**src/rtl/hjbp_pkg.sv**
```systemverilog
// Shared types and constants for the bucket-chained hash join block.
// No dependencies; used by every module of the block.
package hjbp_pkg;

    localparam int MAX_TUPLES_DEF  = 4096;
    localparam int MAX_BUCKETS_DEF = 4096;

    localparam int TUPLE_W = 64;
    localparam int OP_W    = 2;
    localparam int SHIFT_W = 6;
    localparam int BBITS_W = 4;
    localparam int MATCH_W = 13;
    localparam int TOTAL_W = 64;
    // raw bucket index before reduction: bucket_bits can reach 15
    localparam int IDX_W   = 15;
    localparam int RSTEP_W = 5;
    localparam int APB_AW  = 4;
    localparam int APB_DW  = 32;

    localparam logic [BBITS_W-1:0] BUCKET_BITS_RST = 4'd12;

    // operation codes; the fourth code changes nothing
    localparam logic [OP_W-1:0] OP_BUILD = 2'd0;
    localparam logic [OP_W-1:0] OP_PROBE = 2'd1;
    localparam logic [OP_W-1:0] OP_CLEAR = 2'd2;

    // register indexes (paddr[3:2])
    localparam logic [1:0] REG_KEY_SHIFT   = 2'd0;
    localparam logic [1:0] REG_HASH_SHIFT  = 2'd1;
    localparam logic [1:0] REG_BUCKET_BITS = 2'd2;

    typedef struct packed {
        logic accept;
        logic hash;
        logic red_step;
        logic clear;
        logic build_wr;
        logic walk_start;
        logic walk;
        logic out_load;
        logic init_wr;
    } dp_cmd_t;

    typedef struct packed {
        logic [OP_W-1:0] op;
        logic            drop;
        logic            need_red;
        logic            red_last;
        logic            head_ok;
        logic            walk_more;
        logic            init_last;
    } dp_stat_t;

endpackage

```
**src/rtl/hjbp_ctrl.sv**
```systemverilog
// Sequencer for the hash join block: steps one word through hash, build or
// chain walk, and hands the result to the output register. Uses hjbp_pkg.
module hjbp_ctrl (
    input  logic               clk,
    input  logic               rst_n,
    input  logic               in_valid,
    output logic               in_ready,
    output logic               out_valid,
    input  logic               out_ready,
    output hjbp_pkg::dp_cmd_t  cmd,
    input  hjbp_pkg::dp_stat_t stat
);
    import hjbp_pkg::*;

    localparam logic [3:0] S_IDLE   = 4'd0;
    localparam logic [3:0] S_HASH   = 4'd1;
    localparam logic [3:0] S_RED    = 4'd2;
    localparam logic [3:0] S_BHEAD  = 4'd3;
    localparam logic [3:0] S_BWRITE = 4'd4;
    localparam logic [3:0] S_PHEAD  = 4'd5;
    localparam logic [3:0] S_PFIRST = 4'd6;
    localparam logic [3:0] S_PWALK  = 4'd7;
    localparam logic [3:0] S_DONE   = 4'd8;
    localparam logic [3:0] S_INIT   = 4'd9;

    logic [3:0] state_reg;
    logic [3:0] state_next;
    logic       out_valid_reg;
    logic       out_valid_next;

    always_comb
    begin
        state_next = state_reg;
        cmd        = '0;
        unique case (state_reg)
            S_INIT:
            begin
                // zero every bucket head once after reset
                cmd.init_wr = 1'b1;
                if (stat.init_last)
                begin
                    state_next = S_IDLE;
                end
            end
            S_IDLE:
            begin
                if (in_valid)
                begin
                    cmd.accept = 1'b1;
                    state_next = S_HASH;
                end
            end
            S_HASH:
            begin
                cmd.hash = 1'b1;
                priority if (stat.op == OP_BUILD && !stat.drop)
                begin
                    state_next = stat.need_red ? S_RED : S_BHEAD;
                end
                else if (stat.op == OP_PROBE)
                begin
                    state_next = stat.need_red ? S_RED : S_PHEAD;
                end
                else
                begin
                    cmd.clear  = (stat.op == OP_CLEAR);
                    state_next = S_DONE;
                end
            end
            S_RED:
            begin
                cmd.red_step = 1'b1;
                if (stat.red_last)
                begin
                    state_next = (stat.op == OP_BUILD) ? S_BHEAD : S_PHEAD;
                end
            end
            S_BHEAD:
            begin
                state_next = S_BWRITE;
            end
            S_BWRITE:
            begin
                cmd.build_wr = 1'b1;
                state_next   = S_DONE;
            end
            S_PHEAD:
            begin
                state_next = S_PFIRST;
            end
            S_PFIRST:
            begin
                cmd.walk_start = 1'b1;
                state_next     = stat.head_ok ? S_PWALK : S_DONE;
            end
            S_PWALK:
            begin
                cmd.walk = 1'b1;
                if (!stat.walk_more)
                begin
                    state_next = S_DONE;
                end
            end
            S_DONE:
            begin
                // hold until the output register is free
                if (!out_valid_reg || out_ready)
                begin
                    cmd.out_load = 1'b1;
                    state_next   = S_IDLE;
                end
            end
            default:
            begin
                state_next = S_IDLE;
            end
        endcase
    end

    always_comb
    begin
        out_valid_next = out_valid_reg;
        priority if (cmd.out_load)
        begin
            out_valid_next = 1'b1;
        end
        else if (out_ready)
        begin
            out_valid_next = 1'b0;
        end
    end

    always_ff @(posedge clk or negedge rst_n)
    begin
        if (!rst_n)
        begin
            state_reg     <= S_INIT;
            out_valid_reg <= 1'b0;
        end
        else
        begin
            state_reg     <= state_next;
            out_valid_reg <= out_valid_next;
        end
    end

    assign in_ready  = (state_reg == S_IDLE);
    assign out_valid = out_valid_reg;

endmodule

```
**config.mk**
```make
export PLATFORM = sky130hd
export DESIGN_NAME = hjbp_ctrl
export DESIGN_NICKNAME = d
export VERILOG_FILES = /design/src/rtl/hjbp_pkg.sv /design/src/rtl/hjbp_ctrl.sv
export SDC_FILE = /design/constraint.sdc
export NUM_CORES = 1
export LEC_CHECK = 0
export BUFFER_PORTS_ARGS = -buffer_cell sky130_fd_sc_hd__clkbuf_2
export CAP_MARGIN = 20
export CORE_AREA = 2 2 39 41
export DETAILED_ROUTE_END_ITERATION = 8
export DIE_AREA = 0 0 41 43
export PLACE_DENSITY_LB_ADDON = 0.05
export REMOVE_ABC_BUFFERS = 1
export SYNTH_ARGS = -nofsm -noshare
export SYNTH_HDL_FRONTEND = slang
export SYNTH_SLANG_ARGS = --single-unit
export TNS_END_PERCENT = 1
```
**constraint.sdc**
```tcl
create_clock -name clk -period 2.1 [get_ports clk]
set_clock_uncertainty 0.15 [all_clocks]
set_input_delay 0 -clock clk [delete_from_list [all_inputs] [get_ports clk]]
set_output_delay 0 -clock clk [all_outputs]
set_load 0.03 [all_outputs]
```
==> summary.md, run 1 <==
| Metric | Value |
|---|---|
| Synth Warn # | 0 |
| CP cell instances | buf_4, or4b_1, o32a_1, nand3_2, mux2_1 |
| Layout cells sized above 1 | 0.411 |
| Hold depth | 5 |
| CTS Buffer Depth | 2 |
| # port buffers | 22 |
| Syn Area/Cell | 8.09 um^2 |
| Die Height | 43 um |
| Fin Setup TNS | 0 ps |
| Clock tree sinks | 5 |
| Logic pwr share | 0.722 |
| Drt wl/cell | 12.5 um |
| Hold EP | state_reg[3] |
| Total Power | 1070 uW |
| Internal Pwr Total | 533 uW |
| Final Cycle Share | 0.947 |
| CP max-delay cell | or4b_1 |
| Sequential share of power | 0.169 |
| Total Routing Usage GR | 0.165 |
| Die width | 41 um |
| RSZ-0062 raised after global routing | false |
| Reg clk slew, reported paths | 50 ps |
| Count of final max-slew check failures | 0 |
| First-pass GRT wire length | 2010 um |
| Post-synthesis cell count | 58 |
| Fillers | 150 |
| CTS tree | yes |
| Post-DP HPWL | 943 um |
| Critical path fanouts, max | 11 |
| Post-synthesis sequential area ratio | 0.272 |
| Cell variety after synth | 33 |
| Top cells by area, synth | dfrtp_1 16%, dfstp_2 11%, nand2b_1 6.7%, mux2_1 4.8%, nor3_1 4.3% |
| Placeable Area | 1380 um^2 |
| FF-to-FF End | state_reg[1] |
| Clock power share | 0.109 |
| Synth area leader | dfrtp_1 |
| Ys flop type | dfrtp_1 |
| Max cap viols | 0 |
| Hold Violations, Final | 0 |
| Sw Share | 0.501 |
| Remaining Overflow, GRT | 0 |
| Gpl congestion | 0.689 |
| R2R Setup Slk | 110 ps |
| Die Area | 1760 um^2 |
| Power Dens Cells | 1540 nW/um^2 |
| Crit path DAT | 1970 ps |
| Yosys top cell area share | 0.160 |
| Drt pass-1 iters | 4 |
| Max FFs per register | 4 |
| Fmax achieved | 0.503 GHz |
| DR DRC count | 0 |
| Routed via count | 555 |
| Drt total wl | 1320 um |
| Initial DRC Count | 9 |
| Initial antenna violation count | 0 |
| NetSw | 535 uW |
| Finished Core Util | 0.503 |
| # rows | 14 |
| CTS H-tree lvls | 1 |
| Setup Viol. Count Final | 0 |
| Quantity of gates resized following cts | 0 |
| Drt via density | 5.24 |
| Netlist Area Pre-Place | 469 um^2 |
| Outcome | complete, no violations |
| R2r worst-path depth | 5 |
| Vias in the first global route | 495 |
| Root Driver | clkbuf_4 |
| Hold Path Class | in2reg |
| Slew HR | 0.792 |
| Area grow syn2layout | 48.3% |
| Cell area after layout | 696 um^2 |
| I/O pin count | 23 |
| Cts bufs inserted | 3 |
| Worst-Margin Slew | 309 ps |
| Crit path kind | reg2reg |
| RR Startpoint | state_reg[0] |
| Crit end category | flop |
| Setup crit start kind | flop |
| Synth cell count leaders | 5 x nand2b_1, 5 x nor2_1, 4 x nand2_1, 4 x nor3_1 |
| Clk_lat worst skew | 250 ps |
| Maximum vdd drop | 0.000588 V |
| Area of the multi-input gates | 304 um^2 |
| Crit path launch | state_reg[0] |
| Slowest cell delay on critical path | 520 ps |
| HP Start | stat[3] |
| LEAKAGE | 0.000348 uW |
| Number of flops mapped to enable cells by yosys | 0 |
| Placed cell area | 618 um^2 |
| Initial cell density of the core | 0.339 |
| Final Critical Period | 1990 ps |
| Register area | 128 um^2 |
| N_diodes | 0 |
| Final net count | 103 |
| Asr flop ratio synth | 1.00 |
| Seq cells post-synth | 5 |
| Pin count of the biggest net entering global routing | 12 |
| Critical Path RT | 2080 ps |
| Routed Antenna Nets | 0 |
## worst max-delay path by stage
stage	slack (ps)	end	depth (start not counted)
4_1_cts	100	state_reg[1]	5
3_5_place_dp	120	state_reg[1]	5
5_1_grt	30	state_reg[0]	4
3_3_place_gp	120	state_reg[1]	5
6_report	110	state_reg[1]	5
2_1_floorplan	9	cmd[8]	2
## stage by stage
stage | setup slack (ps) | instances | hold slack, ps
floorplan | 8.50 | 53 | -446
global placement | 117 | 97 | -326
detailed placement | 118 | 97 | -330
CTS | 105 | 106 | 86.0
global route | 27.7 | 106 | 119
finish | 111 | 106 | 86.7
## per-layer routing
metal,wire length (um),vias up,part of all wire,GRT usage
met2,702,19,0.53,0.281
met5,0,-,0,0
li1,-,274,-,-
met4,0,0,0,0.0200
met3,66,0,0.050,0.0471
met1,553,262,0.42,0.203
## logic make-up after synthesis
kind of cell | synth area share
muxes | 0.0693
buffers and inverters | 0.0800
AOI/OAI and AO/OA | 0.200
and+or+nand+nor | 0.379
DFF | 0.272
## placed cells by master (no fill, tap or decap), drive strengths merged, types with 2 or more instances in the layout
cell type | synthesis | final
nand2b | 5 | 5
dlygate4sd3 | 0 | 5
clkbuf | 1 | 25
o31ai | 2 | 2
nor3 | 4 | 4
dfrtp | 3 | 3
mux2 | 2 | 2
nand2 | 4 | 4
nor2 | 5 | 5
inv | 3 | 3
buf | 4 | 6
nor2b | 3 | 3
dfstp | 2 | 2
or4b | 2 | 2
## worst max-delay path, delay by kind of cell, from the launching register on
kind                   cells  cell delay, ps
multiplexers               1             330
AO/OA/AOI/OAI              1             230
AND/OR/NAND/NOR            2             640
flip-flops                 1             360
buffers and inverters      1             160
## power by group through the flow
| stage | combinational (uW) | clock [uW] | sequential (uW) |
|---|---|---|---|
| 5_1_grt | 835 | 124 | 189 |
| 6_report | 771 | 116 | 181 |
| 3_3_place_gp | 767 | 0 | 182 |
| 3_5_place_dp | 762 | 0 | 181 |
| 4_1_cts | 775 | 119 | 181 |
| 2_1_floorplan | 441 | 0 | 251 |
## final cells by class
class                   count  share of cell area
clock buffers               3              0.0324
multi-input cells          45               0.437
well taps                  16              0.0288
clock inverters             1             0.00719
inverters                   3              0.0162
flip-flops and latches      5               0.183
repair buffers             33               0.295
## what timing repair did
action                    4_1_cts  5_1_grt
hold endpoints to repair        8        0
hold buffers                    5        0
buffers inserted                0        0
(Power assumes the default switching activity.)
==> run 2, diff against run 1 <==
==> constraint.sdc (replaced) <==
create_clock -name clk -period 2.1 [get_ports clk]
set_clock_uncertainty 0.15 [all_clocks]
set_input_delay 0.315 -clock clk [delete_from_list [all_inputs] [get_ports clk]]
set_output_delay 0.315 -clock clk [all_outputs]
set_load 0.03 [all_outputs]
==> summary.md, run 2 (synthesis results as in run 1) <==
| Metric | Value |
|---|---|
| Outcome | complete, no violations |
| LEAKAGE | 0.000337 uW (-3.4%) |
| Area grow syn2layout | 42.7% |
| Reg clk slew, reported paths | 50 ps (about the same) |
| Maximum vdd drop | 0.000585 V (-0.40%) |
| Max FFs per register | 4 (unchanged) |
| Initial DRC Count | 10 (+1) |
| Root Driver | clkbuf_4 |
| Drt total wl | 1240 um (-6.5%) |
| Routed via count | 539 (-2.9%) |
| NetSw | 536 uW (+0.21%) |
| I/O pin count | 23 (unchanged) |
| Worst-Margin Slew | 306 ps (-2.84 ps) |
| Power Dens Cells | 1610 nW/um^2 (+4.8%) |
| Routed Antenna Nets | 0 (unchanged) |
| CTS Buffer Depth | 2 (unchanged) |
| Remaining Overflow, GRT | 0 (unchanged) |
| Slew HR | 0.794 (+0.00191) |
| Internal Pwr Total | 540 uW (+1.4%) |
| Min Hold Slack | 228 ps (+142 ps) |
| Sequential share of power | 0.168 (about the same) |
| Final Cycle Share | 0.979 (+0.0320) |
| Count of final max-slew check failures | 0 (unchanged) |
| Total Routing Usage GR | 0.159 (-0.00605) |
| Fmax achieved | 0.486 GHz (-3.3%) |
| Cts bufs inserted | 3 (unchanged) |
| Drt via density | 5.28 (+0.93%) |
| Vias in the first global route | 479 (-3.2%) |
| Drt pass-1 iters | 4 (unchanged) |
| Placeable Area | 1380 um^2 (unchanged) |
| Max cap viols | 0 (unchanged) |
| Post-DP HPWL | 943 um (unchanged) |
| Final net count | 99 (-3.9%) |
| Logic pwr share | 0.724 (+0.002) |
| Initial cell density of the core | 0.339 (unchanged) |
| # port buffers | 22 (unchanged) |
| Crit path DAT | 1590 ps (-380 ps) |
| Gpl congestion | 0.689 (unchanged) |
| Initial antenna violation count | 0 (unchanged) |
| Crit path kind | reg2out |
| Drt wl/cell | 12.1 um (-2.8%) |
| Clock power share | 0.108 (about the same) |
| First-pass GRT wire length | 1950 um (-3.1%) |
| CTS tree | yes |
| Hold Path Class | in2reg |
| Hold Violations, Final | 0 (unchanged) |
| Setup Viol. Count Final | 0 (unchanged) |
| Most frequent cells in the layout | 20 x clkbuf_2, 8 x buf_4, 5 x nand2b_1, 5 x nor2_1 |
| Layout cells sized above 1 | 0.453 (+0.0424) |
| # rows | 14 (unchanged) |
| Pin count of the biggest net entering global routing | 12 (unchanged) |
| DR DRC count | 0 (unchanged) |
| Crit end category | primary output |
| Die Height | 43 um (unchanged) |
| Sw Share | 0.498 (-0.00289) |
| Clk_lat worst skew | 250 ps (about the same) |
| N_diodes | 0 (unchanged) |
| RSZ-0062 raised after global routing | true |
| Die Area | 1760 um^2 (unchanged) |
| Pre-CTS setup slack | 118 ps (unchanged) |
| Critical Path RT | 1630 ps (-450 ps) |
| Die width | 41 um (unchanged) |
| Final Critical Period | 2060 ps (+67.3 ps) |
| Commonest non-fill, non-tap cell in the layout | clkbuf_2 |
| Setup crit start kind | flop |
| Post-route setup slack | 43.4 ps (-67.3 ps) |
| CTS H-tree lvls | 1 (unchanged) |
| Clock tree sinks | 5 (unchanged) |
| Critical path fanouts, max | 3 (-8) |
## run 2: layer usage
metal / vias up / track usage / share of wire / wire length (um)
met5: - / 0 / 0 / 0
met4: 0 / 0.0200 / 0 / 0
met3: 0 / 0.0471 / 0.061 / 76
met2: 21 / 0.259 / 0.53 / 649
met1: 252 / 0.206 / 0.41 / 509
li1: 266 / - / - / -
## run 2: cell type report
| type | count | area (um^2) |
|---|---|---|
| clock inverters | 1 | 5.00 |
| fillers | 153 | 714 |
| repair buffers | 29 | 170 |
| inverters | 3 | 11.3 |
| well taps | 16 | 20.0 |
| flip-flops and latches | 5 | 128 |
| multi-input cells | 45 | 313 |
| clock buffers | 3 | 22.5 |
## run 2: path summary, 6_finish.rpt
path	start	endpoint	slack [ps]	depth (start not counted)
min in group asynchronous	rst_n	state_reg[1]	260	2
hold reg to reg	out_valid	out_valid	390	2
hold / removal	out_ready	out_valid	230	3
max in group asynchronous	rst_n	state_reg[0]	1320	2
setup / recovery	state_reg[0]	cmd[5]	40	3
setup reg to reg	state_reg[0]	state_reg[0]	120	4
## run 2: power groups by stage
stage                     combinational, uW  clock, uW  sequential [uW]
after floorplan                         441          0              251
after global placement                  767          0              182
after detailed placement                762          0              181
after CTS                               778        119              181
after global routing                    845        124              191
final                                   780        116              181
## run 2: critical path: stages, from the launching register on
cell	delay, ps
dfstp_2	520
or4b_4	480
nor3b_2	170
buf_4	180
## run 2: stage by stage
| step | power (uW) | utilization | instance area, um^2 | cells | TNS [ps] |
|---|---|---|---|---|---|
| finish | 1080 | 0.484 | 669 | 102 | 0 |
| CTS | 1080 | 0.481 | 666 | 102 | 0 |
| global route | 1160 | 0.484 | 669 | 102 | -35.6 |
| global placement | 949 | 0.447 | 618 | 97 | 0 |
| floorplan | 692 | - | 443 | 53 | -488 |
| detailed placement | 943 | 0.447 | 618 | 97 | 0 |
## run 2: what timing repair did
action                                  4_1_cts  5_1_grt
resized for setup                             3        3
endpoints found under the setup margin        2        2
hold buffers                                  1        0
cloned                                        0        0
setup buffers                                 0        0
hold endpoints to repair                      5        0
